===== src/rtl/spmp_pkg.sv =====
// ---------------------------------------------------------------------------
// Skeletal pose matrix palette package
// Shared types, command and status structs, and saturation and index helpers.
// ---------------------------------------------------------------------------
package spmp_pkg;

    localparam int DATA_W  = 32;
    localparam int ACC_W   = 64;
    localparam int NWORDS  = 10;
    localparam int IN_TDW  = 328;
    localparam int OUT_TDW = 136;
    localparam int CNT_W   = 7;

    typedef enum logic [3:0] {
        OP_NONE,
        OP_LATCH,
        OP_LOAD,
        OP_QUAT,
        OP_ROT,
        OP_LOC,
        OP_PRD,
        OP_PCPY,
        OP_GLOB,
        OP_IBCPY,
        OP_SKIN,
        OP_EMIT
    } t_op;

    typedef enum logic [3:0] {
        S_IDLE,
        S_DEC,
        S_LOAD,
        S_QUAT,
        S_ROT,
        S_LOC,
        S_PRD,
        S_PCPY,
        S_GLOB,
        S_IBCPY,
        S_SKIN,
        S_EMIT
    } t_state;

    typedef struct packed {
        t_op        op;
        logic [5:0] idx;
    } t_dp_cmd;

    typedef struct packed {
        logic kf;
        logic load_ok;
        logic bone_ok;
    } t_dp_sts;

    // clamp a wide signed value into 32 bits
    function automatic logic signed [DATA_W-1:0] sat32(input logic signed [ACC_W-1:0] v);
        logic signed [ACC_W-1:0] hi;
        logic signed [ACC_W-1:0] lo;
        hi = ACC_W'(64'sh7FFF_FFFF);
        lo = -ACC_W'(64'sh8000_0000);
        if (v > hi) begin
            return 32'sh7FFF_FFFF;
        end else if (v < lo) begin
            return 32'sh8000_0000;
        end else begin
            return v[DATA_W-1:0];
        end
    endfunction

    // column/row of a local matrix element to its rotation entry (col*3+row)
    function automatic logic [3:0] rot_sel(input logic [3:0] e);
        return 4'({e[3:2], 1'b0}) + 4'(e[3:2]) + 4'(e[1:0]);
    endfunction

endpackage


===== src/rtl/spmp_ctrl.sv =====
// ---------------------------------------------------------------------------
// Skeletal pose controller
// Sequences load writes, the local/global/skin matrix passes and emission.
// ---------------------------------------------------------------------------
module spmp_ctrl
    import spmp_pkg::*;
(
    input  logic    i_clk,
    input  logic    i_rst_n,
    input  logic    i_in_valid,
    input  logic    i_out_ready,
    input  t_dp_sts i_sts,
    output logic    o_in_ready,
    output logic    o_out_valid,
    output t_dp_cmd o_cmd
);

    t_state             r_state, n_state;
    logic [CNT_W-1:0]   r_cnt, n_cnt;
    logic [CNT_W-1:0]   w_len;

    // issue count of the current pass; a final idle slot drains the pipeline
    always_comb begin
        case (r_state)
            S_QUAT:  w_len = CNT_W'(9);
            S_ROT:   w_len = CNT_W'(1);
            S_LOC:   w_len = CNT_W'(16);
            S_PRD:   w_len = CNT_W'(1);
            S_PCPY:  w_len = CNT_W'(16);
            S_GLOB:  w_len = CNT_W'(64);
            S_IBCPY: w_len = CNT_W'(16);
            S_SKIN:  w_len = CNT_W'(64);
            default: w_len = CNT_W'(0);
        endcase
    end

    always_comb begin
        n_state = r_state;
        n_cnt   = r_cnt;
        case (r_state)
            S_IDLE: begin
                if (i_in_valid) begin
                    n_state = S_DEC;
                end
            end
            S_DEC: begin
                n_cnt = '0;
                if (!i_sts.bone_ok) begin
                    n_state = S_IDLE;
                end else if (i_sts.kf) begin
                    n_state = S_QUAT;
                end else if (i_sts.load_ok) begin
                    n_state = S_LOAD;
                end else begin
                    n_state = S_IDLE;
                end
            end
            S_LOAD: begin
                n_cnt = r_cnt + 1'b1;
                if (r_cnt == CNT_W'(3)) begin
                    n_state = S_IDLE;
                end
            end
            S_EMIT: begin
                if (i_out_ready) begin
                    n_cnt = r_cnt + 1'b1;
                    if (r_cnt == CNT_W'(3)) begin
                        n_state = S_IDLE;
                    end
                end
            end
            default: begin
                if (r_cnt == w_len) begin
                    n_cnt = '0;
                    case (r_state)
                        S_QUAT:  n_state = S_ROT;
                        S_ROT:   n_state = S_LOC;
                        S_LOC:   n_state = S_PRD;
                        S_PRD:   n_state = S_PCPY;
                        S_PCPY:  n_state = S_GLOB;
                        S_GLOB:  n_state = S_IBCPY;
                        S_IBCPY: n_state = S_SKIN;
                        S_SKIN:  n_state = S_EMIT;
                        default: n_state = S_IDLE;
                    endcase
                end else begin
                    n_cnt = r_cnt + 1'b1;
                end
            end
        endcase
    end

    always_comb begin
        o_in_ready  = 1'b0;
        o_out_valid = 1'b0;
        o_cmd.op    = OP_NONE;
        o_cmd.idx   = r_cnt[5:0];
        case (r_state)
            S_IDLE: begin
                o_in_ready = 1'b1;
                if (i_in_valid) begin
                    o_cmd.op = OP_LATCH;
                end
            end
            S_LOAD:  o_cmd.op = OP_LOAD;
            S_EMIT: begin
                o_out_valid = 1'b1;
                o_cmd.op    = OP_EMIT;
            end
            S_QUAT:  o_cmd.op = (r_cnt == w_len) ? OP_NONE : OP_QUAT;
            S_ROT:   o_cmd.op = (r_cnt == w_len) ? OP_NONE : OP_ROT;
            S_LOC:   o_cmd.op = (r_cnt == w_len) ? OP_NONE : OP_LOC;
            S_PRD:   o_cmd.op = (r_cnt == w_len) ? OP_NONE : OP_PRD;
            S_PCPY:  o_cmd.op = (r_cnt == w_len) ? OP_NONE : OP_PCPY;
            S_GLOB:  o_cmd.op = (r_cnt == w_len) ? OP_NONE : OP_GLOB;
            S_IBCPY: o_cmd.op = (r_cnt == w_len) ? OP_NONE : OP_IBCPY;
            S_SKIN:  o_cmd.op = (r_cnt == w_len) ? OP_NONE : OP_SKIN;
            default: o_cmd.op = OP_NONE;
        endcase
    end

    always_ff @(posedge i_clk) begin
        if (!i_rst_n) begin
            r_state <= S_IDLE;
            r_cnt   <= '0;
        end else begin
            r_state <= n_state;
            r_cnt   <= n_cnt;
        end
    end

endmodule


===== config.mk =====
export PLATFORM = sky130hd
export DESIGN_NAME = spmp_ctrl
export DESIGN_NICKNAME = d
export VERILOG_FILES = /design/src/rtl/spmp_pkg.sv /design/src/rtl/spmp_ctrl.sv
export SDC_FILE = /design/constraint.sdc
export NUM_CORES = 1
export LEC_CHECK = 0
export ABC_AREA = 1
export BUFFER_PORTS_ARGS = -buffer_cell sky130_fd_sc_hd__buf_4
export CAP_MARGIN = 20
export CORE_MARGIN = 5
export CORE_UTILIZATION = 50
export DETAILED_ROUTE_END_ITERATION = 6
export PLACE_DENSITY = 0.86
export SKIP_LAST_GASP = 1
export SLEW_MARGIN = 20
export SYNTH_ARGS = -nofsm -noshare
export SYNTH_HDL_FRONTEND = slang
export SYNTH_SLANG_ARGS = --single-unit

===== constraint.sdc =====
create_clock -name i_clk -period 2 [get_ports i_clk]
set_clock_uncertainty 0.1 [all_clocks]
set_input_delay 0.3 -clock i_clk [delete_from_list [all_inputs] [get_ports i_clk]]
set_output_delay 0.3 -clock i_clk [all_outputs]
set_load 0.005 [all_outputs]

**After elaboration in Yosys (flattened, before gate mapping)**

Memory sizes are Yosys's and may differ from the RTL's. A register that Yosys moved wholly into a read port is not among the register bits.
Index checks and enable logic that the tools add are counted.

- Add/sub/neg operators: 1
- Eq/ne operators: 15
- Mux-type cells: 27
- Bitwise logic cells: 1
- Reductions and logical operators: 4

Operators by type and width:

| kind | number |
|---|---|
| $mux 4 | 11 |
| $pmux 4 s11 | 1 |
| $pmux 7 s4 | 1 |
| $eq 4x3->1 const B | 4 |
| $eq 4x4->1 const B | 4 |
| $pmux 4 s4 | 1 |
| $mux 7 | 2 |
| $mux 3 | 4 |
| $eq 4x2->1 const B | 2 |
| $mux 2 | 4 |
| $add 7x1->7 const B | 1 |
| $eq 7x2->1 const B | 1 |
| $eq 7x7->1 | 1 |
| $reduce_bool 5->1 | 1 |
| $eq 4x1->1 const B | 1 |
| $logic_not 4->1 | 1 |
| $ne 2x2->1 const B | 2 |
| $mux 1 | 3 |
| $reduce_and 3->1 | 1 |
| $reduce_and 2->1 | 1 |
| $not 1->1 | 1 |

- Bits in registers: 11
- ROM bits: 128
- Input bits: 7
- Output and inout bits: 12
- Logic and storage cells: 52
- Memories: 2

Memory list:

| name | depth | bits a word | read ports | clocked after memory_dff | write ports | line | RTL |
|---|---|---|---|---|---|---|---|
| (no name shown) | 16 | 4 | 1 | 1 | 0 | spmp_ctrl.sv:75 | `case (r_state)` |
| (no name shown) | 16 | 4 | 1 | 1 | 0 | spmp_ctrl.sv:24 | `case (r_state)` |

**Logic depth before layout (Yosys ltp)**

Gate-level depths: netlist of the first run.

- Depth in word-level cells: 6
- Depth in mapped cells: 15
- Gate-level depth less buffers: 15

**Worst setup path after synthesis of the first run**

OpenSTA, ideal clock, no wires.

- Path type: reg2reg
- Start: reg r_state[3]
- End: reg (tool-made name)
- Library setup time: 0.059 ns
- Data arrival time: 1.788 ns
- Data required time: 1.841 ns
- Setup slack: 0.054 ns
- Cell stages (with the launch flop): 15
- Path buffers: 0
- Clock period less this slack: 1.946 ns
- Cell sequence: dfxtp_1 > nand2_1 > nor2_4 > nand2_2 > nand2_4 > nand2_2 > nand2_4 > inv_2 > nand2_1 > nand2_1 > nor2_1 > ha_1 > inv_1 > nand4_1 > nand2_1

RTL lines:

| item | line | RTL |
|---|---|---|
| from (decl) | spmp_ctrl.sv:18 | `t_state r_state, n_state;` |
| from (signal assigned) | spmp_ctrl.sv:127 | `r_state <= n_state;` |

==> out/metrics.csv, run 1 <==
stage,metric,value,unit
setup_path,critical path peak fanout,5,
place,GPL Wtd Cong,0.846,
run,number of max-cap violations,0,
route,DRT Pass-1 Iters,4,
run_status,violated checks,negative setup slack,
sta,"Hold Vio Cnt, Final",0,
sta,Max Freq,481,MHz
floorplanning,DIE WIDTH,59.7,um
yosys,Post-Syn Area,1240,um2
cts,CTS Buffer Depth,2,
setup_path,Startpoint Class,register,
power,Pwr Total,0.00231,W
setup_path,crit end category,register,
place,port bufs,18,
floorplanning,IO Count,19,
route,Antenna Nets Post-Route,0,
route,Total Wirelength,3600,um
sta,RSZ-0062 raised after global routing,yes,
yosys,post-synthesis sequential element count,19,
setup_path,slowest cell delay on critical path,0.38,ns
final_layout,fraction of layout cells with a size suffix above 1,44.2,%
yosys,"Seq/Total Area, Yosys",30.8,%
floorplanning,Core ar.,2410,um2
final_layout,register area,407,um2
min_path,Hold WC Path Type,in2reg,
yosys,Synth Instances,183,
sta,fin crit period,2.08,ns
cts,CTS Buf Count,3,
final_layout,area of the multi-input gates,754,um2
floorplanning,Chip Height,59.7,um
grt,initial antenna violation count,0,
final_layout,fillcell total,181,
cts,root buffer cell,clkbuf_4,
sta,Final WS setup,-0.0794,ns
place,HPWL after DPL,2160,um
sta,worst slew pin tran,0.282,ns
setup_path,"Req. time, crit path",2.15,ns
cts,clock sink count,19,
power,worst ir drop on vdd,0.809,mV
cts,htree depth,1,
power,Pwr Density,1360,nW/um2
cts,CTS tree,built,
route,routed vias,1355,
cts,"CTS clk-pin slew, worst paths",0.12,ns
setup_path,"most used cell, CP",nand2_1,
grt,GRT Total Usage,17.7,%
yosys,YS warnings,0,
route,DR iter-0 viols,123,
setup_path,crit path kind,reg2reg,
grt,gr ovfl total,0,
power,Leak,0.883,nW
grt,largest net degree at the start of global routing,12,
yosys,syn nets,194,
sta,Pins Over Slew Limit,0,
grt,global-route wire length before repair,4930,um
sta,Max transition margin,81.0,%
sta,fin crit share,104,%
sta,Final setup viols,7,
final_layout,post-layout util,70.2,%
final_layout,# nets final,238,
setup_path,Slowest cell on crit path,dfxtp_2,
run_status,status,"finished, violations left",
final_layout,area grow syn2layout,36.9,%
route,Routed WL per cell,14.1,um
floorplanning,die area,3570,um2
cts,Clock Latency Late Sink,0.30,ns
floorplanning,Initial Util,51.3,%
route,vias per cell,5.29,
yosys,Avg Inst Size Synth,6.76,um2
floorplanning,FP Rows,18,
setup_path,CP Data Arrival Time,2.23,ns
sta,hold_ws,0.208,ns
grt,vias in the first global route,1192,
yosys,Yosys cell types,24,
final_layout,diode count,0,
setup_path,"critical path, cell by cell",inv_2 > nand2_1 > nand2_1 > nor2_2 > nand3_2 > buf_4 > nand2_4 > nand2_4 > inv_4 > a31oi_1 > nand2_1 > buf_4 > inv_2 > ha_1 > inv_1 > nand4_1 > nand2_1,
route,drt drc,0,
sta,Setup TNS,-0.303,ns
## worst paths after layout
check / cells after the start / slack, ns / to / from
setup / recovery: 17 / -0.08 / register / r_cnt[3]
setup reg to reg: 17 / -0.08 / register / r_cnt[3]
hold / removal: 3 / 0.21 / r_state[3] / i_rst_n
hold reg to reg: 2 / 0.42 / r_cnt[0] / r_cnt[0]
## area by class of cell
type	instances	share of cell area [%]
timing repair buffer	46	20.8
tap	30	2.22
sequential	19	24.0
multi-input combinational	130	44.6
clock buffer	3	1.33
inverter	27	6.73
clock inverter	1	0.296
## metal layers
metal / part of all wire, % / GRT usage, % / vias up
met1: 38 / 21.5 / 623
met4: 1.8 / 4.75 / 0
li1: - / - / 657
met5: 0 / 0 / -
met3: 5.5 / 1.94 / 9
met2: 54 / 32.7 / 66
## cells in the final DEF (no fill, tap or decap), drive strengths merged
master | netlist | layout
nor3b | 2 | 2
nor2 | 25 | 25
xor2 | 1 | 1
a211oi | 1 | 1
buf | 7 | 46
ha | 4 | 4
a31oi | 1 | 1
o21bai | 1 | 1
inv | 27 | 27
nor3 | 1 | 1
dfxtp | 19 | 19
nand3 | 14 | 14
a21oi | 3 | 3
nand4 | 10 | 10
nand2 | 63 | 63
xnor2 | 1 | 1
clkinv | 0 | 1
clkbuf | 0 | 3
o21ai | 3 | 3
## worst max-delay path, delay by kind of cell, from the launching register on
kind,cells,cell delay [ns]
DFF,1,0.38
adders and majority gates,1,0.17
AOI/OAI and AO/OA,1,0.08
and+or+nand+nor,9,0.81
buffers and inverters,6,0.50
## cells in the mapped netlist
cell / n / share of area [%]
nand2_1: 52 / 16
o21ai_1: 1 / 0.40
nand3_2: 5 / 4.0
nor3_1: 1 / 0.40
xor2_1: 1 / 0.71
o21ai_0: 2 / 0.81
o21bai_1: 1 / 0.61
nand2_4: 4 / 3.6
xnor2_1: 1 / 0.71
nor2_4: 3 / 2.7
nand3_1: 9 / 3.6
a31oi_1: 1 / 0.51
nand2_2: 7 / 3.5
a211oi_1: 1 / 0.61
nand4_1: 10 / 5.1
buf_4: 7 / 4.3
inv_1: 21 / 6.4
nor2_1: 20 / 6.1
nor2_2: 2 / 1.0
a21oi_1: 3 / 1.2
ha_1: 4 / 4.0
inv_2: 6 / 1.8
nor3b_1: 2 / 1.2
dfxtp_1: 19 / 31
## where the power goes
| group | switching [W] | internal [W] |
|---|---|---|
| Combinational | 0.000869 | 0.000702 |
| Sequential | 0.0000694 | 0.000469 |
| Clock | 0.000125 | 0.0000745 |
## timing repair
item	4_1_cts	5_1_grt
setup endpoints to repair	8	9
resized for setup	21	19
pin swaps	10	18
buffers inserted	7	11
hold buffers	0	0
endpoints found under the hold margin	0	0
## stage by stage
| step | area, um2 | setup slack (ns) | instances |
|---|---|---|---|
| final | 1690 | -0.0794 | 256 |
| after floorplan | 1240 | 0.0537 | 183 |
| after global routing | 1690 | -0.229 | 256 |
| after detailed placement | 1430 | -0.0815 | 234 |
| after global placement | 1430 | -0.0129 | 234 |
| after CTS | 1550 | 0.00343 | 245 |
## kinds of logic after synthesis
kind of cell,Yosys count,share of synthesized area [%]
AO/OA/AOI/OAI,9,4.15
AND/OR/NAND/NOR,115,47.2
buffers and inverters,34,12.4
adder cells (fa/ha/maj),4,4.05
flip-flops,19,30.8
XOR/XNOR,2,1.42
No activity file was read; power rests on OpenSTA's default activity.
==> run 2, diff against run 1 <==
--- a/config.mk
+++ b/config.mk
@@ -7,11 +7,11 @@
 export LEC_CHECK = 0
 export ABC_AREA = 1
 export BUFFER_PORTS_ARGS = -buffer_cell sky130_fd_sc_hd__buf_4
-export CAP_MARGIN = 20
+export CAP_MARGIN = 5
 export CORE_MARGIN = 5
-export CORE_UTILIZATION = 50
+export CORE_UTILIZATION = 55
 export DETAILED_ROUTE_END_ITERATION = 6
-export PLACE_DENSITY = 0.86
+export PLACE_DENSITY = 0.9
 export SKIP_LAST_GASP = 1
 export SLEW_MARGIN = 20
 export SYNTH_ARGS = -nofsm -noshare
==> constraint.sdc (replaced) <==
create_clock -name i_clk -period 2.15 [get_ports i_clk]
set_clock_uncertainty 0.1 [all_clocks]
set_input_delay 0.3225 -clock i_clk [delete_from_list [all_inputs] [get_ports i_clk]]
set_output_delay 0.3225 -clock i_clk [all_outputs]
set_load 0.005 [all_outputs]
==> run 2 against run 1 <==
  * The flow now finishes without violations
  * Combinational power is 31% lower
  * Utilization down 0.81 points
  * Power fell by 24%
  * Worst setup slack gained 0.18 ns
  * Non-clock buffer count decreased by 19
  * Largest power group unchanged
  * Highest routed layer unchanged
==> out/metrics.csv, run 2 (same netlist as run 1, synthesis figures left out) <==
stage,metric,value,unit
run_status,status,completed,
power,Pint,0.000934,W
setup_path,crit end category,output pin,
min_path,Hold WC Path Type,in2reg,
final_layout,register area,398,um2
route,Antenna Nets Post-Route,0,
sta,Setup TNS,0,ns
route,DR iter-0 viols,54,
route,met3 WL,94,um
sta,Final setup viols,0,
floorplanning,DIE WIDTH,57.4,um
final_layout,fraction of layout cells with a size suffix above 1,36.7,%
sta,fin crit period,2.05,ns
cts,clock sink count,19,
setup_path,"Req. time, crit path",1.73,ns
power,Pwr Density,1160,nW/um2
cts,Clock Latency Late Sink,0.29,ns
place,HPWL after DPL,2040,um
place,Inst Count DP,227,
cts,CTS Buf Count,3,
final_layout,post-layout util,69.4,%
cts,root buffer cell,clkbuf_4,
final_layout,"commonest cells after routing, fill and taps aside","nand2_1, buf_4, inv_1, nor2_1, dfxtp_1",
cts,"CTS clk-pin slew, worst paths",0.11,ns
final_layout,area of the multi-input gates,738,um2
route,routed vias,1200,
power,Comb pwr share,62.1,%
setup_path,worst reg2reg setup slack,0.16,ns
floorplanning,FP Rows,17,
route,vias per cell,5.11,
route,DR WL met2,1270,um
setup_path,Critical Path Start,r_cnt[0],
sta,Max Freq,488,MHz
cts,CTS tree,built,
cts,CTS Buffer Depth,2,
final_layout,design area,1510,um2
power,clock share of power,10.1,%
final_layout,# nets final,219,
grt,global-route wire length before repair,4140,um
place,GPL Wtd Cong,0.854,
final_layout,final non-filler cell total,235,
power,switching pwr,0.000820,W
grt,largest net degree at the start of global routing,12,
sta,fin crit share,95.4,%
route,Top Layer Used,met4,
grt,gr ovfl total,0,
floorplanning,Core ar.,2170,um2
cts,htree depth,1,
final_layout,"most common cell after layout, fill and taps aside",nand2_1,
final_layout,fillcell total,175,
setup_path,worst r2r src,r_state[2],
power,Leak,0.783,nW
setup_path,crit path kind,reg2out,
sta,worst slew pin tran,0.241,ns
floorplanning,die area,3300,um2
final_layout,area grow syn2layout,21.9,%
place,port bufs,18,
grt,GRT Total Usage,15.3,%
sta,RSZ-0062 raised after global routing,no,
floorplanning,Initial Util,57.0,%
place,dpl cell area,1390,um2
floorplanning,IO Count,19,
route,drt drc,0,
power,Pwr Total,0.00175,W
grt,vias in the first global route,1037,
route,Routed WL per cell,11.1,um
sta,Pins Over Slew Limit,0,
sta,Max transition margin,83.9,%
route,DRT Pass-1 Iters,5,
setup_path,CP Data Arrival Time,1.63,ns
power,worst ir drop on vdd,0.674,mV
route,Total Wirelength,2610,um
power,Sw Ratio,46.7,%
min_path,Hold Path Origin,i_rst_n,
run,number of max-cap violations,0,
final_layout,diode count,0,
power,power share of the sequential group,27.8,%
setup_path,Startpoint Class,register,
sta,"Hold Vio Cnt, Final",0,
route,Post-Route M1 WL,1240,um
grt,initial antenna violation count,0,
setup_path,critical path peak fanout,6,
floorplanning,Chip Height,57.4,um
run 2: worst max-delay path: stages (launching register included):
cell and delay [ns]:
dfxtp_4 0.39, inv_1 0.06, nand2_1 0.05, nand2_1 0.05, nor2_2 0.11, nand3_2 0.12
buf_6 0.15, inv_2 0.05, a21oi_1 0.05, nand2_1 0.07, nand4_1 0.09, buf_4 0.15
run 2: what timing repair did:
item | in CTS | in global routing
hold buffers | 0 | 0
cloned | 0 | 0
buffers inserted | 0 | 4
setup endpoints to repair | 2 | 8
resized for setup | 4 | 20
pin swaps | 0 | 6
run 2: final cells by class:
type / count / share of cell area [%]
well taps: 28 / 2.33
inverters: 27 / 6.73
clock inverters: 1 / 0.332
clock buffers: 3 / 1.50
flip-flops and latches: 19 / 26.4
multi-input cells: 130 / 49.0
repair buffers: 27 / 13.7
run 2: final timing paths:
check,cells after the start,endpoint
setup / recovery,11,o_cmd[6]
hold / removal,3,r_state[3]
setup reg to reg,14,register
hold reg to reg,2,r_cnt[0]
run 2: metrics by stage:
stage                     setup slack, ns  hold WS [ns]
after detailed placement           0.0863         0.426
final                              0.0999         0.237
after floorplan                     0.204         0.389
after global routing             0.000556         0.236
after global placement              0.108         0.424
after CTS                         0.00858         0.229
run 2: per-layer routing:
| layer | track usage (%) | up-vias |
|---|---|---|
| met4 | 2.98 | 0 |
| met5 | 0 | - |
| met1 | 20.1 | 542 |
| met2 | 26.6 | 32 |
| met3 | 2.04 | 2 |
| li1 | - | 624 |
run 2: power by group through the flow:
| stage | clock, W | combinational, W | sequential [W] |
|---|---|---|---|
| 2_1_floorplan | 0 | 0.000717 | 0.000474 |
| 3_3_place_gp | 0 | 0.000962 | 0.000484 |
| 3_5_place_dp | 0 | 0.000982 | 0.000486 |
| 4_1_cts | 0.000184 | 0.000996 | 0.000478 |
| 5_1_grt | 0.000192 | 0.00122 | 0.000498 |
| 6_report | 0.000177 | 0.00109 | 0.000488 |
==> run 3, diff against run 2 <==
--- a/config.mk
+++ b/config.mk
@@ -11,7 +11,7 @@
 export CORE_MARGIN = 5
 export CORE_UTILIZATION = 55
 export DETAILED_ROUTE_END_ITERATION = 6
-export PLACE_DENSITY = 0.9
+export PLACE_DENSITY = 0.78
 export SKIP_LAST_GASP = 1
 export SLEW_MARGIN = 20
 export SYNTH_ARGS = -nofsm -noshare
==> run 3 against run 2 <==
  * Combinational power is essentially flat
  * Global-route usage grew 1.0 points
  * Clock power is essentially flat
  * Critical path depth is the same
  * First-iteration DRC count grew 19%
  * Final cell count grew 0.43%
  * Fmax grew 0.92%
  * Non-clock buffer count grew 1
  * Worst setup slack gained 0.019 ns
  * Flip-flop and latch count is the same
  * Register-to-register slack lost 0.02 ns
  * Largest power group unchanged
  * Utilization shrank 0.40 points
==> out/metrics.csv, run 3 (same netlist as run 1, synthesis figures left out) <==
stage,metric,value,unit
sta,fin crit share,94.5,%
power,switching pwr,0.000822,W
grt,GRT Total Usage,16.3,%
setup_path,CP Data Arrival Time,1.61,ns
cts,CTS tree,built,
run_status,status,completed,
setup_path,Startpoint Class,register,
grt,vias in the first global route,1093,
sta,Max Freq,492,MHz
setup_path,worst reg2reg setup slack,0.14,ns
route,drt drc,0,
place,port bufs,18,
final_layout,post-layout util,69.0,%
grt,largest net degree at the start of global routing,12,
route,Total Wirelength,2680,um
route,DR iter-0 viols,64,
final_layout,diode count,0,
power,Pint,0.000925,W
run,number of max-cap violations,0,
route,Routed WL per cell,11.4,um
floorplanning,FP Rows,17,
place,Inst Count DP,226,
floorplanning,Core ar.,2170,um2
grt,gr ovfl total,0,
power,Comb pwr share,61.9,%
final_layout,area grow syn2layout,21.2,%
setup_path,"Req. time, crit path",1.73,ns
power,Sw Ratio,47.1,%
place,GPL Wtd Cong,0.819,
power,clock share of power,10.3,%
cts,Clock Latency Late Sink,0.29,ns
power,worst ir drop on vdd,0.787,mV
final_layout,fraction of layout cells with a size suffix above 1,35.6,%
power,Pwr Density,1170,nW/um2
sta,"Hold Vio Cnt, Final",0,
cts,"CTS clk-pin slew, worst paths",0.11,ns
floorplanning,IO Count,19,
grt,initial antenna violation count,0,
cts,hold buffers post-CTS,0,
cts,htree depth,1,
route,DRT Pass-1 Iters,4,
cts,root buffer cell,clkbuf_4,
final_layout,"commonest cells after routing, fill and taps aside","nand2_1, buf_4, inv_1, nor2_1",
setup_path,crit end category,output pin,
power,Pwr Total,0.00175,W
power,Leak,0.783,nW
sta,Max transition margin,82.9,%
sta,worst slew pin tran,0.257,ns
final_layout,final non-filler cell total,236,
route,Antenna Nets Post-Route,0,
final_layout,"most common cell after layout, fill and taps aside",nand2_1,
setup_path,crit path kind,reg2out,
cts,CTS Buf Count,3,
route,vias per cell,5.08,
floorplanning,die area,3300,um2
sta,Pins Over Slew Limit,0,
sta,fin crit period,2.03,ns
setup_path,critical path peak fanout,5,
floorplanning,Chip Height,57.4,um
grt,global-route wire length before repair,4480,um
sta,RSZ-0062 raised after global routing,yes,
cts,CTS Buffer Depth,2,
route,routed vias,1198,
cts,clock sink count,19,
power,power share of the sequential group,27.8,%
sta,Setup TNS,0,ns
sta,Final setup viols,0,
min_path,Hold WC Path Type,in2reg,
floorplanning,Initial Util,57.0,%
place,HPWL after DPL,2090,um
final_layout,# nets final,220,
floorplanning,DIE WIDTH,57.4,um
run 3: per-stage QoR:
| step | setup WS (ns) | instance area, um2 | hold WS [ns] |
|---|---|---|---|
| 3_3_place_gp | 0.140 | 1380 | 0.427 |
| 4_1_cts | 0.0192 | 1420 | 0.241 |
| 5_1_grt | -0.0269 | 1500 | 0.245 |
| 2_1_floorplan | 0.204 | 1240 | 0.389 |
| 3_5_place_dp | 0.0253 | 1380 | 0.425 |
| 6_report | 0.118 | 1500 | 0.245 |
run 3: power by group through the flow:
stage | Sequential (W) | Clock [W] | Combinational (W)
2_1_floorplan | 0.000474 | 0 | 0.000717
3_3_place_gp | 0.000486 | 0 | 0.000954
3_5_place_dp | 0.000487 | 0 | 0.000980
4_1_cts | 0.000480 | 0.000184 | 0.000998
5_1_grt | 0.000494 | 0.000202 | 0.00120
6_report | 0.000486 | 0.000179 | 0.00108
run 3: area by class of cell:
type | count | area [um2]
multi-input combinational | 130 | 727
fill | 187 | 672
sequential | 19 | 397
timing repair buffer | 28 | 210
inverter | 27 | 101
tap | 28 | 35.0
clock buffer | 3 | 22.5
clock inverter | 1 | 5.00
run 3: path summary, 6_finish.rpt:
check | to | startpoint | cells after the start
worst min-delay path | r_state[3] | i_rst_n | 3
worst max register to register | register | r_state[2] | 14
worst max-delay path | o_cmd[6] | r_cnt[3] | 11
worst min register to register | r_cnt[0] | r_cnt[0] | 2
run 3: repair_timing:
action / 4_1_cts / 5_1_grt
buffers inserted: 0 / 6
pin swaps: 0 / 6
endpoints found under the setup margin: 3 / 7
gates cloned: 0 / 0
resized for setup: 3 / 16
run 3: routing by layer:
layer  track usage, %  vias to the layer above  share of wire, %  wire length [um]
li1                 -                      622                 -                 -
met1             21.6                      536                47              1260
met2             27.3                       34                46              1230
met3             2.94                        6               6.1               163
met4             3.97                        0               1.3                35
met5                0                        -                 0                 0
run 3: worst max-delay path, cell delays in order (launching register included):
cell	delay, ns
dfxtp_2	0.37
inv_2	0.06
nand2_1	0.06
nand2_1	0.05
nor2_1	0.12
nand3_2	0.10
buf_4	0.15
inv_1	0.08
a21oi_1	0.06
nand2_1	0.06
nand4_1	0.07
buf_4	0.14
